`src/sv/dhm_pkg.sv`:
```
// Shared constants, types and helpers for the modular exponentiation unit.
package dhm_pkg;

   localparam int OPERAND_BITS = 16;
   localparam int COUNT_BITS   = $clog2(OPERAND_BITS);
   localparam int REQ_BITS     = ((4 * OPERAND_BITS + 7) / 8) * 8;
   localparam int RSP_FIELDS   = 3 * OPERAND_BITS;
   localparam int RSP_BITS     = ((RSP_FIELDS + 7) / 8) * 8;

   typedef logic [OPERAND_BITS-1:0] operand_type;

   // (x + y) mod m for x, y < m
   function automatic operand_type add_mod(operand_type x, operand_type y, operand_type m);
      logic [OPERAND_BITS:0] sum;
      logic [OPERAND_BITS:0] wrapped;
      begin
         sum     = {1'b0, x} + {1'b0, y};
         wrapped = sum - {1'b0, m};
         if (sum >= {1'b0, m}) begin
            add_mod = wrapped[OPERAND_BITS-1:0];
         end else begin
            add_mod = sum[OPERAND_BITS-1:0];
         end
      end
   endfunction

endpackage

```
`src/sv/diffie_hellman_modexp_unit.sv`:
```
// Diffie-Hellman public values and shared key by bit-serial modular exponentiation.
//
// req channel: one word carries base, modulus and both private exponents.
// rsp channel: one word carries public_a, public_b and shared_key; tuser
// flags a zero modulus, in which case the three values are zero.
// One word is worked on at a time; req_tready is high only while idle.
// The base is first reduced mod p by a restoring remainder, one bit per
// cycle. Then three exponentiations run, each scanning the exponent from
// the low bit up. Every modular product is a shift-and-add loop over the
// multiplier bits, one bit per cycle, and each exponent bit passes through
// a decision state, a squaring and, for a set bit, one extra product.
// A zero modulus goes straight to the output state.
// The finished word sits in an output register; the block then returns
// to idle and can take a new word while that word waits for rsp_tready.
// A later result waits in S_OUT until the output register is free.
// Reset (synchronous, active high) drops any word in progress and clears
// rsp_tvalid.
module diffie_hellman_modexp_unit (
   input  logic                        clock,
   input  logic                        reset,
   input  logic                        req_tvalid,
   output logic                        req_tready,
   // base_value, modulus, secret_a, secret_b (lowest bits first)
   input  logic [dhm_pkg::REQ_BITS-1:0] req_tdata,
   output logic                        rsp_tvalid,
   input  logic                        rsp_tready,
   // public_a, public_b, shared_key (lowest bits first), zero padded
   output logic [dhm_pkg::RSP_BITS-1:0] rsp_tdata,
   // modulus_error
   output logic                        rsp_tuser
);
   import dhm_pkg::*;

   typedef enum logic [2:0] {
      S_IDLE,
      S_REDUCE,
      S_POW_INIT,
      S_BIT,
      S_MUL,
      S_OUT
   } state_type;

   localparam logic [1:0] PHASE_A   = 2'd0;
   localparam logic [1:0] PHASE_B   = 2'd1;
   localparam logic [1:0] PHASE_KEY = 2'd2;

   localparam logic [COUNT_BITS-1:0] LAST_COUNT = COUNT_BITS'(OPERAND_BITS - 1);
   localparam operand_type ONE = operand_type'(1);

   state_type              state_ff;
   logic [1:0]             phase_ff;
   logic [COUNT_BITS-1:0]  bit_cnt_ff;
   logic [COUNT_BITS-1:0]  mul_cnt_ff;
   logic                   mul_res_ff;
   operand_type            mod_ff;
   operand_type            base_ff;
   operand_type            ea_ff;
   operand_type            eb_ff;
   operand_type            exp_ff;
   operand_type            res_ff;
   operand_type            sq_ff;
   operand_type            acc_ff;
   operand_type            run_ff;
   operand_type            mop_ff;
   operand_type            pa_ff;
   operand_type            pb_ff;
   operand_type            key_ff;
   logic                   err_ff;
   operand_type            rem_ff;
   logic                   rsp_valid_ff;
   logic [RSP_BITS-1:0]    rsp_data_ff;
   logic                   rsp_user_ff;

   operand_type            acc_in;
   operand_type            run_in;
   logic [OPERAND_BITS:0]  rem_shift;
   operand_type            rem_in;

   always_comb begin
      acc_in    = mop_ff[0] ? add_mod(acc_ff, run_ff, mod_ff) : acc_ff;
      run_in    = add_mod(run_ff, run_ff, mod_ff);
      rem_shift = {rem_ff, base_ff[OPERAND_BITS-1]};
      rem_in    = (rem_shift >= {1'b0, mod_ff})
                  ? operand_type'(rem_shift - {1'b0, mod_ff})
                  : rem_shift[OPERAND_BITS-1:0];
   end

   assign req_tready = (state_ff == S_IDLE);
   assign rsp_tvalid = rsp_valid_ff;
   assign rsp_tdata  = rsp_data_ff;
   assign rsp_tuser  = rsp_user_ff;

   always_ff @(posedge clock) begin
      if (reset) begin
         state_ff     <= S_IDLE;
         rsp_valid_ff <= 1'b0;
         phase_ff     <= PHASE_A;
         bit_cnt_ff   <= '0;
         mul_cnt_ff   <= '0;
         mul_res_ff   <= 1'b0;
      end else begin
         if (rsp_valid_ff && rsp_tready) begin
            rsp_valid_ff <= 1'b0;
         end
         unique case (state_ff)
            S_IDLE: begin
               if (req_tvalid) begin
                  base_ff    <= req_tdata[OPERAND_BITS-1:0];
                  mod_ff     <= req_tdata[2*OPERAND_BITS-1:OPERAND_BITS];
                  ea_ff      <= req_tdata[3*OPERAND_BITS-1:2*OPERAND_BITS];
                  eb_ff      <= req_tdata[4*OPERAND_BITS-1:3*OPERAND_BITS];
                  rem_ff     <= '0;
                  bit_cnt_ff <= '0;
                  phase_ff   <= PHASE_A;
                  pa_ff      <= '0;
                  pb_ff      <= '0;
                  key_ff     <= '0;
                  if (req_tdata[2*OPERAND_BITS-1:OPERAND_BITS] == '0) begin
                     err_ff   <= 1'b1;
                     state_ff <= S_OUT;
                  end else begin
                     err_ff   <= 1'b0;
                     state_ff <= S_REDUCE;
                  end
               end
            end
            S_REDUCE: begin
               rem_ff     <= rem_in;
               base_ff    <= {base_ff[OPERAND_BITS-2:0], 1'b0};
               bit_cnt_ff <= bit_cnt_ff + 1'b1;
               if (bit_cnt_ff == LAST_COUNT) begin
                  base_ff  <= rem_in;
                  state_ff <= S_POW_INIT;
               end
            end
            S_POW_INIT: begin
               res_ff     <= (mod_ff == ONE) ? '0 : ONE;
               sq_ff      <= (phase_ff == PHASE_KEY) ? pa_ff : base_ff;
               exp_ff     <= (phase_ff == PHASE_A) ? ea_ff : eb_ff;
               bit_cnt_ff <= '0;
               state_ff   <= S_BIT;
            end
            S_BIT: begin
               acc_ff     <= '0;
               mul_cnt_ff <= '0;
               mop_ff     <= sq_ff;
               mul_res_ff <= exp_ff[0];
               run_ff     <= exp_ff[0] ? res_ff : sq_ff;
               state_ff   <= S_MUL;
            end
            S_MUL: begin
               acc_ff     <= acc_in;
               run_ff     <= run_in;
               mop_ff     <= mop_ff >> 1;
               mul_cnt_ff <= mul_cnt_ff + 1'b1;
               if (mul_cnt_ff == LAST_COUNT) begin
                  mul_cnt_ff <= '0;
                  acc_ff     <= '0;
                  if (mul_res_ff) begin
                     // multiply done, now square
                     res_ff     <= acc_in;
                     mul_res_ff <= 1'b0;
                     run_ff     <= sq_ff;
                     mop_ff     <= sq_ff;
                  end else begin
                     sq_ff      <= acc_in;
                     exp_ff     <= exp_ff >> 1;
                     bit_cnt_ff <= bit_cnt_ff + 1'b1;
                     if (bit_cnt_ff == LAST_COUNT) begin
                        unique case (phase_ff)
                           PHASE_A: begin
                              pa_ff    <= res_ff;
                              phase_ff <= PHASE_B;
                              state_ff <= S_POW_INIT;
                           end
                           PHASE_B: begin
                              pb_ff    <= res_ff;
                              phase_ff <= PHASE_KEY;
                              state_ff <= S_POW_INIT;
                           end
                           default: begin
                              key_ff   <= res_ff;
                              state_ff <= S_OUT;
                           end
                        endcase
                     end else begin
                        state_ff <= S_BIT;
                     end
                  end
               end
            end
            S_OUT: begin
               if (!rsp_valid_ff || rsp_tready) begin
                  rsp_valid_ff <= 1'b1;
                  rsp_data_ff  <= RSP_BITS'({key_ff, pb_ff, pa_ff});
                  rsp_user_ff  <= err_ff;
                  state_ff     <= S_IDLE;
               end
            end
            default: begin
               state_ff <= S_IDLE;
            end
         endcase
      end
   end

endmodule
```
`config.mk`:
```
export PLATFORM = sky130hd
export DESIGN_NAME = diffie_hellman_modexp_unit
export DESIGN_NICKNAME = d
export VERILOG_FILES = /design/src/sv/dhm_pkg.sv /design/src/sv/diffie_hellman_modexp_unit.sv
export SDC_FILE = /design/constraint.sdc
export NUM_CORES = 1
export LEC_CHECK = 0
export BUFFER_PORTS_ARGS = -buffer_cell sky130_fd_sc_hd__buf_2
export CORE_ASPECT_RATIO = 1.1
export CORE_MARGIN = 1
export CORE_UTILIZATION = 41
export CTS_BUF_LIST = sky130_fd_sc_hd__clkbuf_4
export DETAILED_ROUTE_END_ITERATION = 10
export PLACE_DENSITY = 0.62
export SLEW_MARGIN = 20
export SYNTH_ARGS = -nofsm -noshare
export SYNTH_HDL_FRONTEND = slang
export SYNTH_SLANG_ARGS = --single-unit
```
`constraint.sdc`:
```
create_clock -name clock -period 5.8 [get_ports clock]
set_input_delay 0.29 -clock clock [delete_from_list [all_inputs] [get_ports clock]]
set_output_delay 0.29 -clock clock [all_outputs]
set_load 0.01 [all_outputs]
```
==> results of run 1 <==
-- critical path: stages, from the launching register on --
cell and delay (ps):
edfxtp_1 440, ha_1 250, fa_1 430, a211oi_1 330, o21ai_0 200, a21oi_1 220
o21ai_0 110, a21oi_1 180, xnor2_1 180, ha_1 320, and3_1 210, o21a_1 140
a221o_1 330, a21oi_2 210, o22a_1 440, nand2_2 260, o311ai_1 500, nor3_1 100
-- cells by family (layout without fill, tap and decap cells) --
logic type                 after synthesis  in the layout  synth area share [%]
adders and majority gates               70             70                  6.18
buffers and inverters                   90            385                  2.47
xor gates and xnor gates                42             42                  2.51
DFF                                    289            289                  58.2
AOI/OAI and AO/OA                      317            317                  14.1
muxes                                   48             48                  3.35
other                                    0              2                     0
and+or+nand+nor                        413            413                  13.3
-- report_power, final --
part	internal, mW	switching, mW
registers	2.94	0.266
clock network	1.00	0.857
logic	1.31	2.30
-- final timing paths --
check | slack, ps | depth (start not counted) | endpoint | start
hold / removal | 160 | 4 | state_ff[0] | req_tvalid
setup / recovery | 660 | 17 | acc_ff[5] | run_ff[0]
hold reg to reg | 410 | 0 | rsp_tuser | err_ff
setup reg to reg | 660 | 17 | acc_ff[5] | run_ff[0]
-- sequential cells by signal, summed over array words and instances (netlist names), 16 cells and up --
register / flops
rsp_tdata: 48
acc_ff: 16
base_ff: 16
ea_ff: 16
eb_ff: 16
exp_ff: 16
key_ff: 16
mod_ff: 16
mop_ff: 16
pa_ff: 16
pb_ff: 16
rem_ff: 16
res_ff: 16
run_ff: 16
sq_ff: 16
-- routing by layer --
layer  up-vias  wire, µm
met5         -         0
met4         0      1450
met3        88      2270
met2       354     19300
met1      5350     16100
li1       5325         -
-- layout make-up --
| cell class | instances | area (µm²) |
|---|---|---|
| Antenna cell | 2 | 5.00 |
| Clock buffer | 115 | 863 |
| Timing Repair Buffer | 199 | 1370 |
| Inverter | 44 | 165 |
| Sequential cell | 289 | 8530 |
| Tap cell | 481 | 602 |
| Clock inverter | 27 | 173 |
| Fill cell | 3175 | 17700 |
| Multi-Input combinational cell | 890 | 5830 |
-- repair_timing --
item                                   in CTS  in global routing
buffers inserted                            0                  0
hold buffers                               67                  0
endpoints found under the hold margin      70                  0
-- placed cells by master, fill, tap and decap left out, types with 14 or more instances in the layout --
| cell | n |
|---|---|
| nor3_1 | 36 |
| clkbuf_4 | 115 |
| a211oi_1 | 17 |
| nor2_1 | 108 |
| o22ai_1 | 15 |
| xor2_1 | 16 |
| nand2_1 | 132 |
| dfxtp_1 | 15 |
| edfxtp_1 | 274 |
| dlygate4sd3_1 | 67 |
| mux2i_1 | 40 |
| buf_4 | 14 |
| a31oi_1 | 15 |
| o21ai_0 | 78 |
| and2_1 | 19 |
| buf_2 | 118 |
| inv_1 | 44 |
| a21oi_1 | 69 |
| nor2b_1 | 17 |
| o21a_1 | 14 |
| ha_1 | 66 |
| xnor2_1 | 26 |
| nand3_1 | 22 |
| a22oi_1 | 15 |
| clkinv_1 | 17 |
| a21o_1 | 14 |
-- per-stage QoR --
stage	instance area, µm²	power (mW)	cells	setup WS, ps
floorplan	14700	5.79	1269	877
global placement	15800	6.76	1836	899
detailed placement	15800	6.80	1836	746
CTS	17500	8.73	2045	703
global route	17500	9.28	2047	288
finish	17500	8.69	2047	656
==> impl_results.md, run 1 <==
- IO Port Bufs: roughly 120
- Period utilization: between 80% and 90%
- RSZ-0062 raised after global routing: no
- Gpl congestion: 0.893
- CTS root buffer: clkbuf_4
- Area Overhead vs Synth: 19.6%
- Reg clk slew, reported paths: roughly 60 ps
- Maximum VDD drop: roughly 0.00025 V
- Sink Count: 289
- Clock Latency Late Sink: around 740 ps
- Vias per cell: 5.43
- Synth top area share: a little under three fifths
- Ports: 119
- Leak: ~6.7 nW
- DR vias: 11100
- DR pass1 iterations: 5
- DIE AREA: 36500 µm²
- Rel. slew slack: 30.0%
- Initial Util: 41.6%
- Worst slew pin tran: around 1000 ps
- Area leader, netlist: edfxtp_1
- GR Util met2: between 30% and 40%
- Hold Path Class: in -> reg
- Wire per inst: roughly 19 µm
- Outcome: complete, no violations
- Synth cell count leaders: 274 x edfxtp_1, 133 x nand2_1, 113 x nor2_1, 78 x o21ai_0, 69 x a21oi_1
- Max-slew violations: 0
- Residual DRC count: 0
- Die width: around 180 µm
- CP arrival: ~5600 ps
- Gr busiest metal: met2
- H-Tree Level Count: 3
- Synth Register Bits: around 290
- Iteration-0 DRC Markers: between 900 and 1000
- Clk_skew: between 30 and 40 ps
- Most frequent cell after synthesis: edfxtp_1
- Sequential fraction of the synthesis area: between 50% and 60%
- Synth area leaders: edfxtp_1 56%, ha_1 5.6%, nand2_1 3.4%
- Max cap viols: 0
- Gr usage total: approximately 22%
- Final Core Density: around half
- Synth Cell Area: 14700 µm²
- Crit-path max FO: 11
- First-pass GRT wire length: ~60 mm
- Post-synth ARST share: 0%
- Vias in the first global route: about 11000
- Hold Worst Slack: about 160 ps
- Net count after synthesis: roughly 1400
- CTS buffer count: 77
- Final ANT Viol Nets: 0
- Initial antenna violation count: 2
- Core ar.: about 35000 µm²
- Die height: between 200 and 250 µm
- Yosys cell types: between 70 and 80
- Max Freq: ~0.19 GHz
- WL final: roughly 39 mm
- Critical path type: reg -> reg
- CTS tree: built
- Synth Flop Type: edfxtp_1
- Fraction of layout cells with a size suffix above 1: approximately 20%
- Clock tree buffer depth: 3
- Number of instances resized during post-cts repair: 0
- Min cycle time layout: just over 5000 ps
- # setup viols final: 0
- Pin count of the biggest net entering global routing: 73
- PD cells: approximately 500 nW/µm²
- Sum Neg Setup Slack: 0 ps
- Hold Vio Cnt, Final: 0
- Startpoint type of the worst setup path: flop
- HPWL after DPL: about 27 mm
- Number of enable flip-flop cells after synthesis: roughly 270
- Row count: 72
- Synthesized instance count: roughly 1300
- Yosys warnings: 0
- Req. time, crit path: about 6300 ps
- Syn_area_per_cell: between 10 and 15 µm²
- Crit end category: flop
- GRT met1 Usage: between 20% and 30%
- GRT Residual Overflow: 0
- # nets final: 1639
- M3 GR Usage: 4.00%
(Power assumes the default switching activity.)
==> inputs of run 2 (changes only) <==
==> constraint.sdc (replaced) <==
create_clock -name clock -period 5.8 [get_ports clock]
set_input_delay 0.58 -clock clock [delete_from_list [all_inputs] [get_ports clock]]
set_output_delay 0.58 -clock clock [all_outputs]
set_load 0.05 [all_outputs]
==> impl_results.md, run 2 (synthesis results as in run 1) <==
- Crit end category: flop (unchanged)
- Clock tree buffer depth: 3 (unchanged)
- Sum Neg Setup Slack: 0 ps (unchanged)
- DIE AREA: 36500 µm² (unchanged)
- WL final: 38.5 mm (was 39.1 mm)
- RSZ-0062 raised after global routing: no (unchanged)
- Die width: 182 µm (unchanged)
- DR pass1 iterations: 7 (was 5)
- Iteration-0 DRC Markers: 957 (was 923)
- GRT met1 Usage: 26.5% (was 26.7%)
- Req. time, crit path: 6260 ps (about the same)
- CP arrival: 5600 ps (about the same)
- # setup viols final: 0 (unchanged)
- Gr usage total: 21.4% (was 21.7%)
- IO Port Bufs: 118 (unchanged)
- Clock Latency Late Sink: 740 ps (about the same)
- CTS buffer count: 77 (unchanged)
- Leak: 6.57 nW (was 6.70 nW)
- Critical path type: reg -> reg (unchanged)
- Hold Worst Slack: 52.3 ps (was 161 ps)
- Gpl congestion: 0.893 (unchanged)
- Period utilization: 88.7% (about the same)
- GR Util met2: 35.9% (was 36.8%)
- Initial antenna violation count: 2 (unchanged)
- Crit-path max FO: 11 (unchanged)
- Area Overhead vs Synth: 17.5% (was 19.6%)
- Die height: 200 µm (unchanged)
- Max reg flops: 48 (unchanged)
- Vias in the first global route: 10800 (was 11100)
- Pin count of the biggest net entering global routing: 73 (unchanged)
- Startpoint type of the worst setup path: flop (unchanged)
- First-pass GRT wire length: 59.2 mm (was 60.2 mm)
- DR vias: 11000 (was 11100)
- Hold Vio Cnt, Final: 0 (unchanged)
- Clk_skew: 46.9 ps (was 39.3 ps)
- H-Tree Level Count: 3 (unchanged)
- Hold Path Class: in -> reg (unchanged)
- Core ar.: 35200 µm² (unchanged)
- Max cap viols: 0 (unchanged)
- GRT Residual Overflow: 0 (unchanged)
- HPWL after DPL: 26.7 mm (unchanged)
- Row count: 72 (unchanged)
- # nets final: 1608 (was 1639)
- Max Freq: 0.194 GHz (about the same)
- PD cells: 508 nW/µm² (was 495 nW/µm²)
- CTS root buffer: clkbuf_4 (unchanged)
- Most common cell after layout, fill and taps aside: edfxtp_1 (unchanged)
- Reg clk slew, reported paths: 60 ps (about the same)
- Rel. slew slack: 28.5% (was 30.0%)
- Ports: 119 (unchanged)
- Outcome: complete, no violations (unchanged)
- M3 GR Usage: 3.91% (was 4.00%)
- Min cycle time layout: 5140 ps (about the same)
- Worst slew pin tran: 1070 ps (was 1050 ps)
- Final ANT Viol Nets: 0 (unchanged)
- Maximum VDD drop: 0.000250 V (about the same)
- Vias per cell: 5.45 (was 5.43)
- Residual DRC count: 0 (unchanged)
- Gr busiest metal: met2 (unchanged)
- Wire per inst: 19.1 µm (about the same)
- Max-slew violations: 0 (unchanged)
- Sink Count: 289 (unchanged)
- Leading cell types in the layout, fill and taps excluded: 274 x edfxtp_1, 132 x nand2_1, 118 x buf_2, 115 x clkbuf_4, 108 x nor2_1 (unchanged)
- Fraction of layout cells with a size suffix above 1: 19.9% (was 19.5%)
- CTS tree: built (unchanged)
- Initial Util: 41.6% (unchanged)
==> run 2: cell types whose count changed in the layout (fill, tap and decap cells not counted), sizes merged <==
cell | before | now
dlygate4sd3 | 67 | 36
==> run 2: power breakdown <==
| group | internal (mW) | switching, mW | leakage, nW |
|---|---|---|---|
| sequential | 2.94 | 0.266 | 2.66 |
| combinational | 1.30 | 2.38 | 3.30 |
| clock | 1.00 | 0.859 | 0.608 |
| total | 5.25 | 3.50 | 6.57 |
==> run 2: metrics by stage <==
stage          setup slack (ps)  util (%)  instances  total power, mW  instance area [µm²]
2_1_floorplan               674         -       1269             5.87                14700
3_3_place_gp                899      44.9       1836             6.84                15800
3_5_place_dp                746      44.9       1836             6.88                15800
4_1_cts                     703      48.9       2014             8.79                17200
5_1_grt                     288      48.9       2016             9.34                17200
6_report                    656      48.9       2016             8.75                17200
==> run 2: cell type report <==
class	count	area (µm²)
Antenna cell	2	5.00
Clock buffer	115	863
Clock inverter	27	173
Fill cell	3210	18000
Inverter	44	165
Multi-Input combinational cell	890	5830
Sequential cell	289	8530
Tap cell	481	602
Timing Repair Buffer	168	1060
==> run 2: timing repair <==
action                     4_1_cts  5_1_grt
buffers inserted                 0        0
gates resized for setup          0        0
setup endpoints to repair        0        0
hold endpoints to repair        36        0
hold buffers                    36        0
==> run 2: worst max-delay path, cell delays in order, from the launching register on <==
cell      delay, ps
edfxtp_1        440
ha_1            250
fa_1            430
a211oi_1        330
o21ai_0         200
a21oi_1         220
o21ai_0         110
a21oi_1         180
xnor2_1         180
ha_1            320
and3_1          200
o21a_1          140
a221o_1         330
a21oi_2         210
o22a_1          450
nand2_2         260
o311ai_1        510
nor3_1          100
==> run 2: per-layer routing <==
layer	vias up	share of wire (%)
li1	5259	-
met1	5269	41
met2	375	49
met3	86	6.3
met4	0	3.8
met5	-	0
==> run 2: path summary, 6_finish.rpt <==
kind                       from         to  slack (ps)  cells after the start
setup reg to reg      run_ff[0]  acc_ff[5]         660                     17
hold / removal    req_tdata[17]  mod_ff[1]          50                      1
hold reg to reg          err_ff  rsp_tuser         410                      0
setup / recovery      run_ff[0]  acc_ff[5]         660                     17
==> inputs of run 3 (changes only) <==
--- a/config.mk
+++ b/config.mk
@@ -8,10 +8,10 @@
 export BUFFER_PORTS_ARGS = -buffer_cell sky130_fd_sc_hd__buf_2
 export CORE_ASPECT_RATIO = 1.1
 export CORE_MARGIN = 1
-export CORE_UTILIZATION = 41
+export CORE_UTILIZATION = 45
 export CTS_BUF_LIST = sky130_fd_sc_hd__clkbuf_4
 export DETAILED_ROUTE_END_ITERATION = 10
-export PLACE_DENSITY = 0.62
+export PLACE_DENSITY = 0.67
 export SLEW_MARGIN = 20
 export SYNTH_ARGS = -nofsm -noshare
 export SYNTH_HDL_FRONTEND = slang
==> impl_results.md, run 3 (synthesis results as in run 1) <==
- Outcome: finished with violations (was complete, no violations)
- Failing checks: design-rule violations
- DIE AREA: 33300 µm² (was 36500 µm²)
- Critical hold path startpoint: req_tdata[59] (was req_tdata[17])
- DR vias: 10800 (was 11000)
- Clock tree buffer depth: 3 (unchanged)
- Initial Util: 46.2% (was 41.6%)
- Gr usage total: 22.6% (was 21.4%)
- Max cap viols: 0 (unchanged)
- Rel. slew slack: 34.8% (was 28.5%)
- Area Overhead vs Synth: 14.3% (was 17.5%)
- Pin count of the biggest net entering global routing: 50 (was 73)
- Max Freq: 0.197 GHz (was 0.194 GHz)
- Sink Count: 289 (unchanged)
- DR pass1 iterations: 8 (was 7)
- First-pass GRT wire length: 57.3 mm (was 59.2 mm)
- H-Tree Level Count: 3 (unchanged)
- Area after DPL: 15800 µm² (about the same)
- Reg clk slew, reported paths: 60 ps (about the same)
- Req. time, crit path: 6180 ps (was 6260 ps)
- Hold Vio Cnt, Final: 0 (unchanged)
- Iteration-0 DRC Markers: 935 (was 957)
- Leak: 6.39 nW (was 6.57 nW)
- CTS tree: built (unchanged)
- R2r setup slk: 720 ps (was 660 ps)
- # setup viols final: 0 (unchanged)
- Crit end category: flop (unchanged)
- Sum Neg Setup Slack: 0 ps (unchanged)
- Reg-to-Reg End: acc_ff[5] (unchanged)
- Crit-path max FO: 11 (unchanged)
- Post CTS Setup Buffer Count: 0 (unchanged)
- Most common cell after layout, fill and taps aside: edfxtp_1 (unchanged)
- Worst slew pin tran: 975 ps (was 1070 ps)
- Cells on worst reg2reg path: 16 (was 17)
- Wire per inst: 19.3 µm (was 19.1 µm)
- Startpoint type of the worst setup path: flop (unchanged)
- Number of instances resized during post-cts repair: 0 (unchanged)
- R2r startpoint: run_ff[0] (unchanged)
- Final ANT Viol Nets: 0 (unchanged)
- Row count: 68 (was 72)
- Die height: 191 µm (was 200 µm)
- Vias in the first global route: 10600 (was 10800)
- Initial antenna violation count: 1 (was 2)
- Max-slew violations: 0 (unchanged)
- Leading cell types in the layout, fill and taps excluded: 274 x edfxtp_1, 132 x nand2_1, 118 x buf_2, 109 x nor2_1, 109 x clkbuf_4 (was 274 x edfxtp_1, 132 x nand2_1, 118 x buf_2, 115 x clkbuf_4, 108 x nor2_1)
- CTS buffer count: 77 (unchanged)
- Finished Cell Area: 16800 µm² (was 17200 µm²)
- Hold Buf Count CTS: 0 (was 36)
- Period utilization: 87.6% (was 88.7%)
- # nets final: 1574 (was 1608)
- Max reg flops: 48 (unchanged)
- Cells on Worst Hold Path: 1 (unchanged)
- Vias per cell: 5.66 (was 5.45)
- RSZ-0062 raised after global routing: no (unchanged)
- Maximum VDD drop: 0.000308 V (was 0.000250 V)
- Min cycle time layout: 5080 ps (was 5140 ps)
- Critical path type: reg -> reg (unchanged)
- Hold Worst Slack: 86.5 ps (was 52.3 ps)
- Die width: 174 µm (was 182 µm)
- CP arrival: 5460 ps (was 5600 ps)
- Ports: 119 (unchanged)
- IO Port Bufs: 118 (unchanged)
- Gpl congestion: 0.879 (was 0.893)
- Residual DRC count: 2 (was 0)
- Core ar.: 31700 µm² (was 35200 µm²)
- CTS root buffer: clkbuf_4 (unchanged)
- Clk_skew: 51.2 ps (was 46.9 ps)
- Hold Crit Endpoint: eb_ff[11] (was mod_ff[1])
- Hold Path Class: in -> reg (unchanged)
- Clock Latency Late Sink: 680 ps (was 740 ps)
- WL final: 37.0 mm (was 38.5 mm)
- HPWL after DPL: 26.7 mm (about the same)
- PD cells: 514 nW/µm² (was 508 nW/µm²)
- GRT Residual Overflow: 0 (unchanged)
- Crit path from: run_ff[0] (unchanged)
- Fraction of layout cells with a size suffix above 1: 20.0% (was 19.9%)
[run 3: area by class of cell]
| cell class | count | area (µm²) |
|---|---|---|
| Antenna cell | 1 | 2.50 |
| Clock inverter | 27 | 140 |
| Clock buffer | 109 | 818 |
| Sequential cell | 289 | 8530 |
| Tap cell | 420 | 526 |
| Inverter | 44 | 165 |
| Fill cell | 2818 | 15000 |
| Multi-Input combinational cell | 890 | 5840 |
| Timing Repair Buffer | 134 | 738 |
[run 3: per-stage QoR]
step | power [mW] | util, % | instances | setup WS (ps)
5_1_grt | 9.19 | 52.8 | 1914 | 308
2_1_floorplan | 5.87 | - | 1269 | 674
3_5_place_dp | 6.89 | 49.7 | 1777 | 778
6_report | 8.62 | 52.8 | 1914 | 718
4_1_cts | 8.66 | 52.7 | 1913 | 722
3_3_place_gp | 6.81 | 49.6 | 1775 | 841
[run 3: power by group]
part	internal (mW)	switching (mW)	total (mW)
clock network	0.913	0.828	1.74
registers	2.94	0.259	3.20
logic	1.30	2.38	3.68
[run 3: routing by layer]
layer	share of wire (%)	global-route usage, %	up-vias
met2	49	38.7	370
li1	-	-	5197
met3	7.3	4.85	73
met5	0	0	-
met4	3.0	8.87	0
met1	40	28.0	5190
[run 3: critical path: stages (launching register included)]
cell	delay, ps
edfxtp_1	450
ha_1	260
fa_1	430
a211oi_1	290
o21ai_0	180
a21oi_1	220
xnor2_1	180
inv_1	70
ha_1	350
a21oi_1	290
o21ai_0	230
a221o_1	340
a21oi_2	210
o22a_1	430
nand2_2	230
o311ai_1	520
nor3_1	100
[run 3: worst max path at each step]
| stage | endpoint | slack, ps | depth (start not counted) |
|---|---|---|---|
| detailed placement | acc_ff[5] | 780 | 16 |
| finish | acc_ff[5] | 720 | 16 |
| CTS | acc_ff[5] | 720 | 16 |
| global placement | acc_ff[5] | 840 | 16 |
| floorplan | rsp_tdata[0] | 670 | 3 |
| global route | acc_ff[5] | 310 | 16 |
